[src/rtl/core/ffpa_pkg.sv]
// Shared types and constants for the first-fit pool allocator.
// No dependencies; imported by ffpa_walker and first_fit_pool_allocator.
package ffpa_pkg;

	localparam int CFG_W    = 13;
	localparam int ALLOC_W  = 13;
	localparam int OFFSET_W = 12;

	localparam logic [CFG_W-1:0] POOL_RESET = 13'd4096;

	localparam logic CMD_ALLOC   = 1'b0;
	localparam logic CMD_RELEASE = 1'b1;

	localparam logic STATUS_OK       = 1'b0;
	localparam logic STATUS_NO_SPACE = 1'b1;

	typedef struct packed {
		logic                valid;
		logic                status;
		logic [OFFSET_W-1:0] offset;
	} res_t;

endpackage

[src/rtl/core/ffpa_walker.sv]
// Header walk sequencer: first-fit allocate with split, release with merge.
// Depends on ffpa_pkg; drives the ports of ffpa_mem.
module ffpa_walker
	import ffpa_pkg::*;
#(
	parameter int POOL_BYTES   = 4096,
	parameter int HEADER_BYTES = 16,
	parameter int SPLIT_SLACK  = 8,
	localparam int LW = $clog2(POOL_BYTES + 1),
	localparam int AW = $clog2(POOL_BYTES)
) (
	input  logic                clk,
	input  logic                arst_n,
	input  logic                cfg_we,
	input  logic [LW-1:0]       pool_size,
	input  logic                in_valid,
	output logic                in_ready,
	input  logic                in_cmd,
	input  logic [ALLOC_W-1:0]  in_alloc,
	input  logic [OFFSET_W-1:0] in_off,
	output res_t                res,
	input  logic                res_ready,
	output logic                rd_en,
	output logic [AW-1:0]       rd_addr,
	input  logic [LW:0]         rd_data,
	output logic                wr_en,
	output logic [AW-1:0]       wr_addr,
	output logic [LW:0]         wr_data
);

	localparam int AT_W = LW + 1;
	localparam int SW   = (LW + 2 > ALLOC_W + 2) ? LW + 2 : ALLOC_W + 2;

	typedef enum logic [2:0] {
		ST_IDLE,
		ST_INIT,
		ST_WALK,
		ST_SPLIT,
		ST_REL,
		ST_DONE
	} state_t;

	state_t              state_q;
	logic                init_q;
	logic                cmd_q;
	logic [SW-1:0]       need_q;
	logic [OFFSET_W-1:0] off_q;
	logic [AT_W-1:0]     at_q;
	logic [AW-1:0]       prev_q;
	logic [LW-1:0]       prev_len_q;
	logic                prev_free_q;
	logic                has_prev_q;
	logic [LW-1:0]       cur_len_q;
	logic                nxt_ok_q;
	logic                res_status_q;
	logic [OFFSET_W-1:0] res_off_q;

	logic [LW-1:0]   rd_len;
	logic            rd_free;
	logic [SW-1:0]   at_ext;
	logic [SW-1:0]   len_ext;
	logic [SW-1:0]   rest;
	logic [SW-1:0]   hdr_end;
	logic [AT_W-1:0] at_nx;
	logic [LW-1:0]   nxt_len;
	logic [LW-1:0]   new_len;
	logic            walk_end;
	logic            fit;
	logic            split;
	logic            hit;
	logic            past;
	logic            next_in;
	logic            merge_prev;
	logic            accept;

	always_comb begin
		rd_len     = rd_data[LW-1:0];
		rd_free    = rd_data[LW];
		at_ext     = SW'(at_q);
		len_ext    = SW'(rd_len);
		walk_end   = (at_q >= AT_W'(pool_size)) || (rd_len == '0);
		fit        = rd_free && (len_ext >= need_q);
		rest       = at_ext + need_q;
		split      = (len_ext >= need_q + SW'(HEADER_BYTES + SPLIT_SLACK))
			&& (rest < SW'(POOL_BYTES));
		hdr_end    = at_ext + SW'(HEADER_BYTES);
		hit        = hdr_end == SW'(off_q);
		past       = hdr_end > SW'(off_q);
		at_nx      = at_q + AT_W'(rd_len);
		next_in    = at_nx < AT_W'(pool_size);
		nxt_len    = (nxt_ok_q && rd_free) ? rd_len : '0;
		new_len    = cur_len_q + nxt_len;
		merge_prev = has_prev_q && prev_free_q;
		accept     = (state_q == ST_IDLE) && !init_q && in_valid;
	end

	// read: header 0 on accept, then the following header on every walk beat
	always_comb begin
		rd_en   = accept || (state_q == ST_WALK);
		rd_addr = (state_q == ST_WALK) ? at_nx[AW-1:0] : '0;
		wr_en   = 1'b0;
		wr_addr = at_q[AW-1:0];
		wr_data = {1'b0, rd_len};
		case (state_q)
			ST_INIT: begin
				wr_en   = 1'b1;
				wr_addr = '0;
				wr_data = {1'b1, pool_size};
			end
			ST_WALK: begin
				if (cmd_q == CMD_ALLOC && !walk_end && fit) begin
					wr_en = 1'b1;
					if (split) begin
						wr_addr = rest[AW-1:0];
						wr_data = {1'b1, LW'(len_ext - need_q)};
					end
				end
			end
			ST_SPLIT: begin
				wr_en   = 1'b1;
				wr_data = {1'b0, need_q[LW-1:0]};
			end
			ST_REL: begin
				wr_en = 1'b1;
				if (merge_prev) begin
					wr_addr = prev_q;
					wr_data = {1'b1, LW'(prev_len_q + new_len)};
				end else begin
					wr_data = {1'b1, new_len};
				end
			end
			default: begin
				wr_en = 1'b0;
			end
		endcase
	end

	always_ff @(posedge clk or negedge arst_n) begin
		if (!arst_n) begin
			state_q      <= ST_IDLE;
			init_q       <= 1'b1;
			cmd_q        <= CMD_ALLOC;
			need_q       <= '0;
			off_q        <= '0;
			at_q         <= '0;
			prev_q       <= '0;
			prev_len_q   <= '0;
			prev_free_q  <= 1'b0;
			has_prev_q   <= 1'b0;
			cur_len_q    <= '0;
			nxt_ok_q     <= 1'b0;
			res_status_q <= STATUS_OK;
			res_off_q    <= '0;
		end else begin
			if (cfg_we) begin
				init_q <= 1'b1;
			end else if (state_q == ST_INIT) begin
				init_q <= 1'b0;
			end
			case (state_q)
				ST_IDLE: begin
					if (init_q) begin
						state_q <= ST_INIT;
					end else if (in_valid) begin
						cmd_q        <= in_cmd;
						need_q       <= SW'(in_alloc) + SW'(HEADER_BYTES);
						off_q        <= in_off;
						at_q         <= '0;
						has_prev_q   <= 1'b0;
						res_off_q    <= '0;
						res_status_q <= (in_cmd == CMD_ALLOC) ? STATUS_NO_SPACE : STATUS_OK;
						if (in_cmd == CMD_RELEASE && in_off == '0) begin
							state_q <= ST_DONE;
						end else begin
							state_q <= ST_WALK;
						end
					end
				end
				ST_INIT: begin
					state_q <= ST_IDLE;
				end
				ST_WALK: begin
					if (walk_end) begin
						state_q <= ST_DONE;
					end else if (cmd_q == CMD_ALLOC) begin
						if (fit) begin
							res_status_q <= STATUS_OK;
							res_off_q    <= OFFSET_W'(hdr_end);
							state_q      <= split ? ST_SPLIT : ST_DONE;
						end else begin
							at_q <= at_nx;
						end
					end else if (hit) begin
						if (rd_free) begin
							state_q <= ST_DONE;
						end else begin
							cur_len_q <= rd_len;
							nxt_ok_q  <= next_in;
							state_q   <= ST_REL;
						end
					end else if (past) begin
						state_q <= ST_DONE;
					end else begin
						prev_q      <= at_q[AW-1:0];
						prev_len_q  <= rd_len;
						prev_free_q <= rd_free;
						has_prev_q  <= 1'b1;
						at_q        <= at_nx;
					end
				end
				ST_SPLIT: begin
					state_q <= ST_DONE;
				end
				ST_REL: begin
					state_q <= ST_DONE;
				end
				ST_DONE: begin
					if (res_ready) begin
						state_q <= ST_IDLE;
					end
				end
				default: begin
					state_q <= ST_IDLE;
				end
			endcase
		end
	end

	assign in_ready = (state_q == ST_IDLE) && !init_q;

	always_comb begin
		res.valid  = state_q == ST_DONE;
		res.status = res_status_q;
		res.offset = res_off_q;
	end

endmodule
[config.mk]
export PLATFORM = sky130hd
export DESIGN_NAME = ffpa_walker
export DESIGN_NICKNAME = d
export VERILOG_FILES = /design/src/rtl/core/ffpa_pkg.sv /design/src/rtl/core/ffpa_walker.sv
export SDC_FILE = /design/constraint.sdc
export NUM_CORES = 1
export LEC_CHECK = 0
export ABC_AREA = 1
export BUFFER_PORTS_ARGS = -buffer_cell sky130_fd_sc_hd__buf_2
export CORE_MARGIN = 2
export CORE_UTILIZATION = 52
export CTS_BUF_LIST = sky130_fd_sc_hd__clkbuf_8
export CTS_CLUSTER_DIAMETER = 80
export DETAILED_ROUTE_END_ITERATION = 12
export PLACE_DENSITY = 0.82
export SLEW_MARGIN = 20
export SYNTH_ARGS = -nofsm -noshare
export SYNTH_HDL_FRONTEND = slang
export SYNTH_SLANG_ARGS = --single-unit
export TNS_END_PERCENT = 30
[constraint.sdc]
create_clock -name clk -period 10.3 [get_ports clk]
set_input_delay 1.545 -clock clk [delete_from_list [all_inputs] [get_ports clk]]
set_output_delay 1.545 -clock clk [all_outputs]
set_load 0.02 [all_outputs]
Yosys cells after proc, flatten, opt, wreduce, memory -nomap -nowiden
Cells that the tools add are included.

Word-level logic and storage cells: 136. Register bits after elaboration: 99. Output and inout port bits: 55. Bits of input ports: 58.

Add/subtract/negate cells: 8. Eq/ne operators: 21. Order comparisons: 6. Muxes and demuxes: 54. Reductions and logical operators: 27. Bitwise operators: 6.

Operators by type and width (count): $mux W14 (9); $mux W12 (9); $pmux W14 S4 (1); $pmux W12 S3 (1); $add A14 B5 Y15 const B (2); $mux W3 (10); $pmux W14 S2 (1); $add A13 B13 Y13 (2); $mux W13 (2); $pmux W12 S2 (1); $mux W1 (16); $ne A2 B2 Y1 const B (8); $add A14 B14 Y15 (1); $eq A15 B12 Y1 (1); $ge A13 B15 Y1 (1); $gt A15 B12 Y1 (1); $lt A15 B13 Y1 const B (1); $add A13 B5 Y14 const B (1); $add A14 B13 Y14 (1); $ge A13 B14 Y1 (1); $ge A14 B13 Y1 (1); $lt A14 B13 Y1 (1); $reduce_and A7 Y1 (2); $logic_not A13 Y1 (1); other kinds (23) (47).

Depth between registers and ports, before layout
Word-level depth: 8. Depth in mapped cells: 26. Mapped depth without buffers: 25.

Worst setup path after synthesis
OpenSTA, ideal clock, no wires.

Path kind: input to output. Start point: input port rd_data[13]. End point: output port wr_data[7]. Path slack: 4266 ps. Path buffers: 1. Data required time: 8755 ps. Data arrival time: 4489 ps. Cell stages on the path: 21. Cell sequence: nand2_1 > clkbuf_1 > nor2_1 > fa_1 > nand3_1 > nand3_1 > nand2_1 > nand2_1 > a21oi_1 > or2_2 > nand2_1 > ha_1 > a21oi_1 > o21a_1 > nand2_1 > xnor2_1 > nand2_1 > o21ai_0 > o21ai_0 > inv_1 > a21oi_1.

Cells in the longest elaborated chain, start to end: 6. Elaborated cells on any way between the ends: 9. Classes of those cells: 2 x add/sub; 4 x mux; 3 x reduce/logical.

Ends and longest elaborated chain: start: declaration (line ffpa_walker.sv:25) `input logic [LW:0] rd_data,`; $logic_and A1 B1 Y1 (line ffpa_walker.sv:91) `nxt_len = (nxt_ok_q && rd_free) ? rd_len : '0;`; $mux W13 (line ffpa_walker.sv:91); $add A13 B13 Y13 (line ffpa_walker.sv:92) `new_len = cur_len_q + nxt_len;`; $add A13 B13 Y13 (line ffpa_walker.sv:127) `wr_data = {1'b1, LW'(prev_len_q + new_len)};`; $mux W13 (line ffpa_walker.sv:125) `if (merge_prev) begin`; $pmux W14 S4 (*) (line ffpa_walker.sv:104) `case (state_q)`; end: declaration (line ffpa_walker.sv:28) `output logic [LW:0] wr_data`.

Every way passes the cells marked *; elsewhere a longest branch is shown, timed or not.

Worst setup path in the final report
Start point: input port rd_data[0]. End point: output port wr_data[6].

Cells in the longest elaborated chain, start to end: 7. Elaborated cells on any way between the ends: 17. Classes of those cells: 3 x add/sub; 2 x order compare; 5 x mux; 7 x reduce/logical.

Ends and longest elaborated chain (line): parallel branches: the longest is 6 deep, another holds $add A13 B13 Y13; $pmux W14 S4 (*) (ffpa_walker.sv:104).

Every way passes the cells marked *.

==> out/metrics.csv <==
metric,value,unit
timing.reg2reg.setup_slack,6.79,ns
slowest_delay,0.85,ns
cts_setup_buffers,0,
post_synthesis_sequential_area_ratio,0.245,
crit_path_leading_delay_family,simple AND/OR/NAND/NOR gates,
clock_sinks,99,
gp_routability_congestion,1.03,
setup.worst_path.end_class,output pin,
netlist_top_cells_area,"sky130_fd_sc_hd__dfrtp_1 (24%), sky130_fd_sc_hd__nand2_1 (16%), sky130_fd_sc_hd__ha_1 (14%), sky130_fd_sc_hd__inv_1 (7.9%), sky130_fd_sc_hd__nand3_1 (6.2%)",
max_cap_viol_count,0,
floorplan.die.width,144,µm
status,"finished, final reports clean",
grt_first_pass_wirelength,51400,µm
number_of_global_route_vias_before_repair,9723,
timing.fmax,141,MHz
worst_slack,3.20,ns
groute.usage.overall,0.323,
cts_buffers,9,
dr.pass1.iters,6,
ys_top_cells_by_count,"sky130_fd_sc_hd__nand2_1 (426), sky130_fd_sc_hd__inv_1 (214), sky130_fd_sc_hd__nand3_1 (125), sky130_fd_sc_hd__ha_1 (114), sky130_fd_sc_hd__o21ai_0 (99)",
synth.net_count,1706,
critical_path_class,in -> out,
final_cell_count_no_fill,1891,
area_delta_synth_final,9.79,%
static-leakage-power,0.00608,µW
num-nets-final,1798,
finalSetupViolCount,0,
io_pins,113,
synth_area,10100,µm²
max-vdd-ir-drop,0.000116,V
cp.buffers_inverters,4,
final_setup_skew,0.0177,ns
stdcell_area,11100,µm²
timing.critical_path.fanout_max,30,
clkSlewWorstSetupHoldPaths,0.11,ns
numPortBuffers,112,
placement.cell_area,10900,µm²
placementRows,51,
synth_top_cell_by_area,sky130_fd_sc_hd__dfrtp_1,
cellPowerDensity,266,nW/µm²
start_util,0.526,
clock_path_buffers,2,
slew_headroom,0.325,
die_h,144,µm
worst_pin_slew,1.01,ns
sum_of_internal_switching_and_leakage_power,2960,µW
netlist_instances,1529,
cts.hold.buffers_added,0,
critical-path-slowest-cell,sky130_fd_sc_hd__nand2_1,
detail_route.iter0.violations,1204,
vias,10687,
hp-class,reg -> reg,
timing.critical_path.from_type,primary input,
instance_count_after_placement_with_tap_cells_included,1875,
cts-root-buf,sky130_fd_sc_hd__clkbuf_8,
final-hold-violation-count,0,
timing.final.crit_share,0.689,
synthArstFlopShare,1.00,
yosys.cell_count.top_type,sky130_fd_sc_hd__nand2_1,
grt_remaining_overflow,0,
clock_tree.htree_level_count,3,
post_synth_edffs,0,
yosysWarningCount,0,
timing.setup.tns,0,ns
drc,0,
crit_path_cell_trace,"buf_2, inv_1, ha_1, inv_1, fa_1, nand3_1, nand2_2, nand2_1, nand2_1, nand3_1, nand3_1, nand2_1, nor2_2, nand2_1, nand2_1, nand3_1, a21oi_1, buf_2",
ys_ff_latch,99,
min_period,7.10,ns
postRouteAntennaNets,0,
synth_top_cell_area_share,0.242,
post-place-ws,3.33,ns
finalWirelength,33100,µm
final-max-slew-violation-count,0,
synth-main-ff-cell,sky130_fd_sc_hd__dfrtp_1,
viasPerCell,5.65,
diodes,0,
worst-endpoint-arrival,5.55,ns
grt_max_degree,54,
detailed_place_hpwl,26100,µm
cts_tree,built,
avgSynthCellArea,6.63,µm²
grt_setup_unrepaired,false,
antenna_found_initial,0,
worstSkewPairLatency,0.41,ns
fp.coreArea,19300,µm²
resized_cells_post_cts,0,
cpMostUsedCell,sky130_fd_sc_hd__nand2_1,
post_route_cells_drive_above_1_share,0.108,
routedWlPerCell,17.5,µm
synth.lib_cells_used.distinct,50,
floorplan.die_area,20600,µm²
crit_required,8.76,ns
==> cell type report <==
| type | instances | area [µm²] |
|---|---|---|
| well taps | 265 | 332 |
| fillers | 1878 | 8150 |
| clock inverters | 7 | 105 |
| flip-flops and latches | 99 | 2480 |
| inverters | 220 | 826 |
| repair buffers | 120 | 623 |
| multi-input cells | 1171 | 6640 |
| clock buffers | 9 | 124 |
==> cells in the final DEF (no fill, tap or decap), types with 5 or more instances in the layout <==
master and instances:
sky130_fd_sc_hd__o21ai_0 99, sky130_fd_sc_hd__fa_1 5, sky130_fd_sc_hd__ha_1 114, sky130_fd_sc_hd__nand2_1 426, sky130_fd_sc_hd__o21bai_1 7, sky130_fd_sc_hd__dfrtp_1 98, sky130_fd_sc_hd__buf_4 9, sky130_fd_sc_hd__nor3_1 32
sky130_fd_sc_hd__inv_1 215, sky130_fd_sc_hd__a21oi_1 92, sky130_fd_sc_hd__o22ai_1 6, sky130_fd_sc_hd__o21ai_2 17, sky130_fd_sc_hd__o21ai_1 17, sky130_fd_sc_hd__nand3_1 125, sky130_fd_sc_hd__xnor2_1 12, sky130_fd_sc_hd__nand4_1 17
sky130_fd_sc_hd__nor2_1 96, sky130_fd_sc_hd__clkbuf_8 9, sky130_fd_sc_hd__a31oi_1 7, sky130_fd_sc_hd__xor2_1 40, sky130_fd_sc_hd__o21a_1 9, sky130_fd_sc_hd__buf_2 111
==> routing by layer <==
metal / up-vias / GRT usage / share of wire
met5: - / 0 / 0
met4: 0 / 0.115 / 0.038
met3: 98 / 0.0477 / 0.093
met2: 511 / 0.519 / 0.46
met1: 4864 / 0.445 / 0.41
li1: 5214 / - / -
==> metrics by stage <==
stage / utilization / hold slack (ns)
2_1_floorplan: - / 0.437
3_3_place_gp: 0.565 / 0.451
3_5_place_dp: 0.565 / 0.463
4_1_cts: 0.577 / 0.493
5_1_grt: 0.577 / 0.518
6_report: 0.577 / 0.491
==> path summary, 6_finish.rpt <==
check | startpoint | endpoint | depth (start not counted)
min in group asynchronous | arst_n | res_off_q[4]$_DFFE_PN0P_ | 1
worst min-delay path | res_off_q[5]$_DFFE_PN0P_ | res_off_q[5]$_DFFE_PN0P_ | 2
max in group asynchronous | arst_n | need_q[9]$_DFFE_PN0P_ | 2
worst min register to register | res_off_q[5]$_DFFE_PN0P_ | res_off_q[5]$_DFFE_PN0P_ | 2
worst max-delay path | rd_data[0] | wr_data[6] | 18
worst max register to register | at_q[6]$_DFFE_PN0P_ | at_q[7]$_DFFE_PN0P_ | 16
==> flip-flops by register name, indices dropped and copies added (netlist names) <==
signal        flops
at_q             14
cmd_q             1
cur_len_q        13
has_prev_q        1
init_q            1
need_q           14
nxt_ok_q          1
off_q            12
prev_free_q       1
prev_len_q       13
prev_q           12
res_off_q        12
res_status_q      1
state_q           3
==> worst register-to-register path, delay by kind of cell, from the launching register on <==
kind	cells	cell delay (ns)
AOI/OAI and AO/OA	2	0.21
xor gates and xnor gates	1	0.24
adders and majority gates	1	0.31
DFF	1	0.71
and+or+nand+nor	12	1.92
==> cells by family after synthesis <==
logic type / Yosys count / share of synthesized area
buffers and inverters: 259 / 0.101
flip-flops: 99 / 0.245
adder cells (fa/ha/maj): 119 / 0.151
AO/OA/AOI/OAI: 278 / 0.156
XOR/XNOR: 52 / 0.0449
AND/OR/NAND/NOR: 722 / 0.303
==> power breakdown <==
part	switching, µW	internal (µW)	total, µW
logic	1340	646	1980
clock network	161	139	300
registers	154	520	674
(Power assumes the default switching activity.)
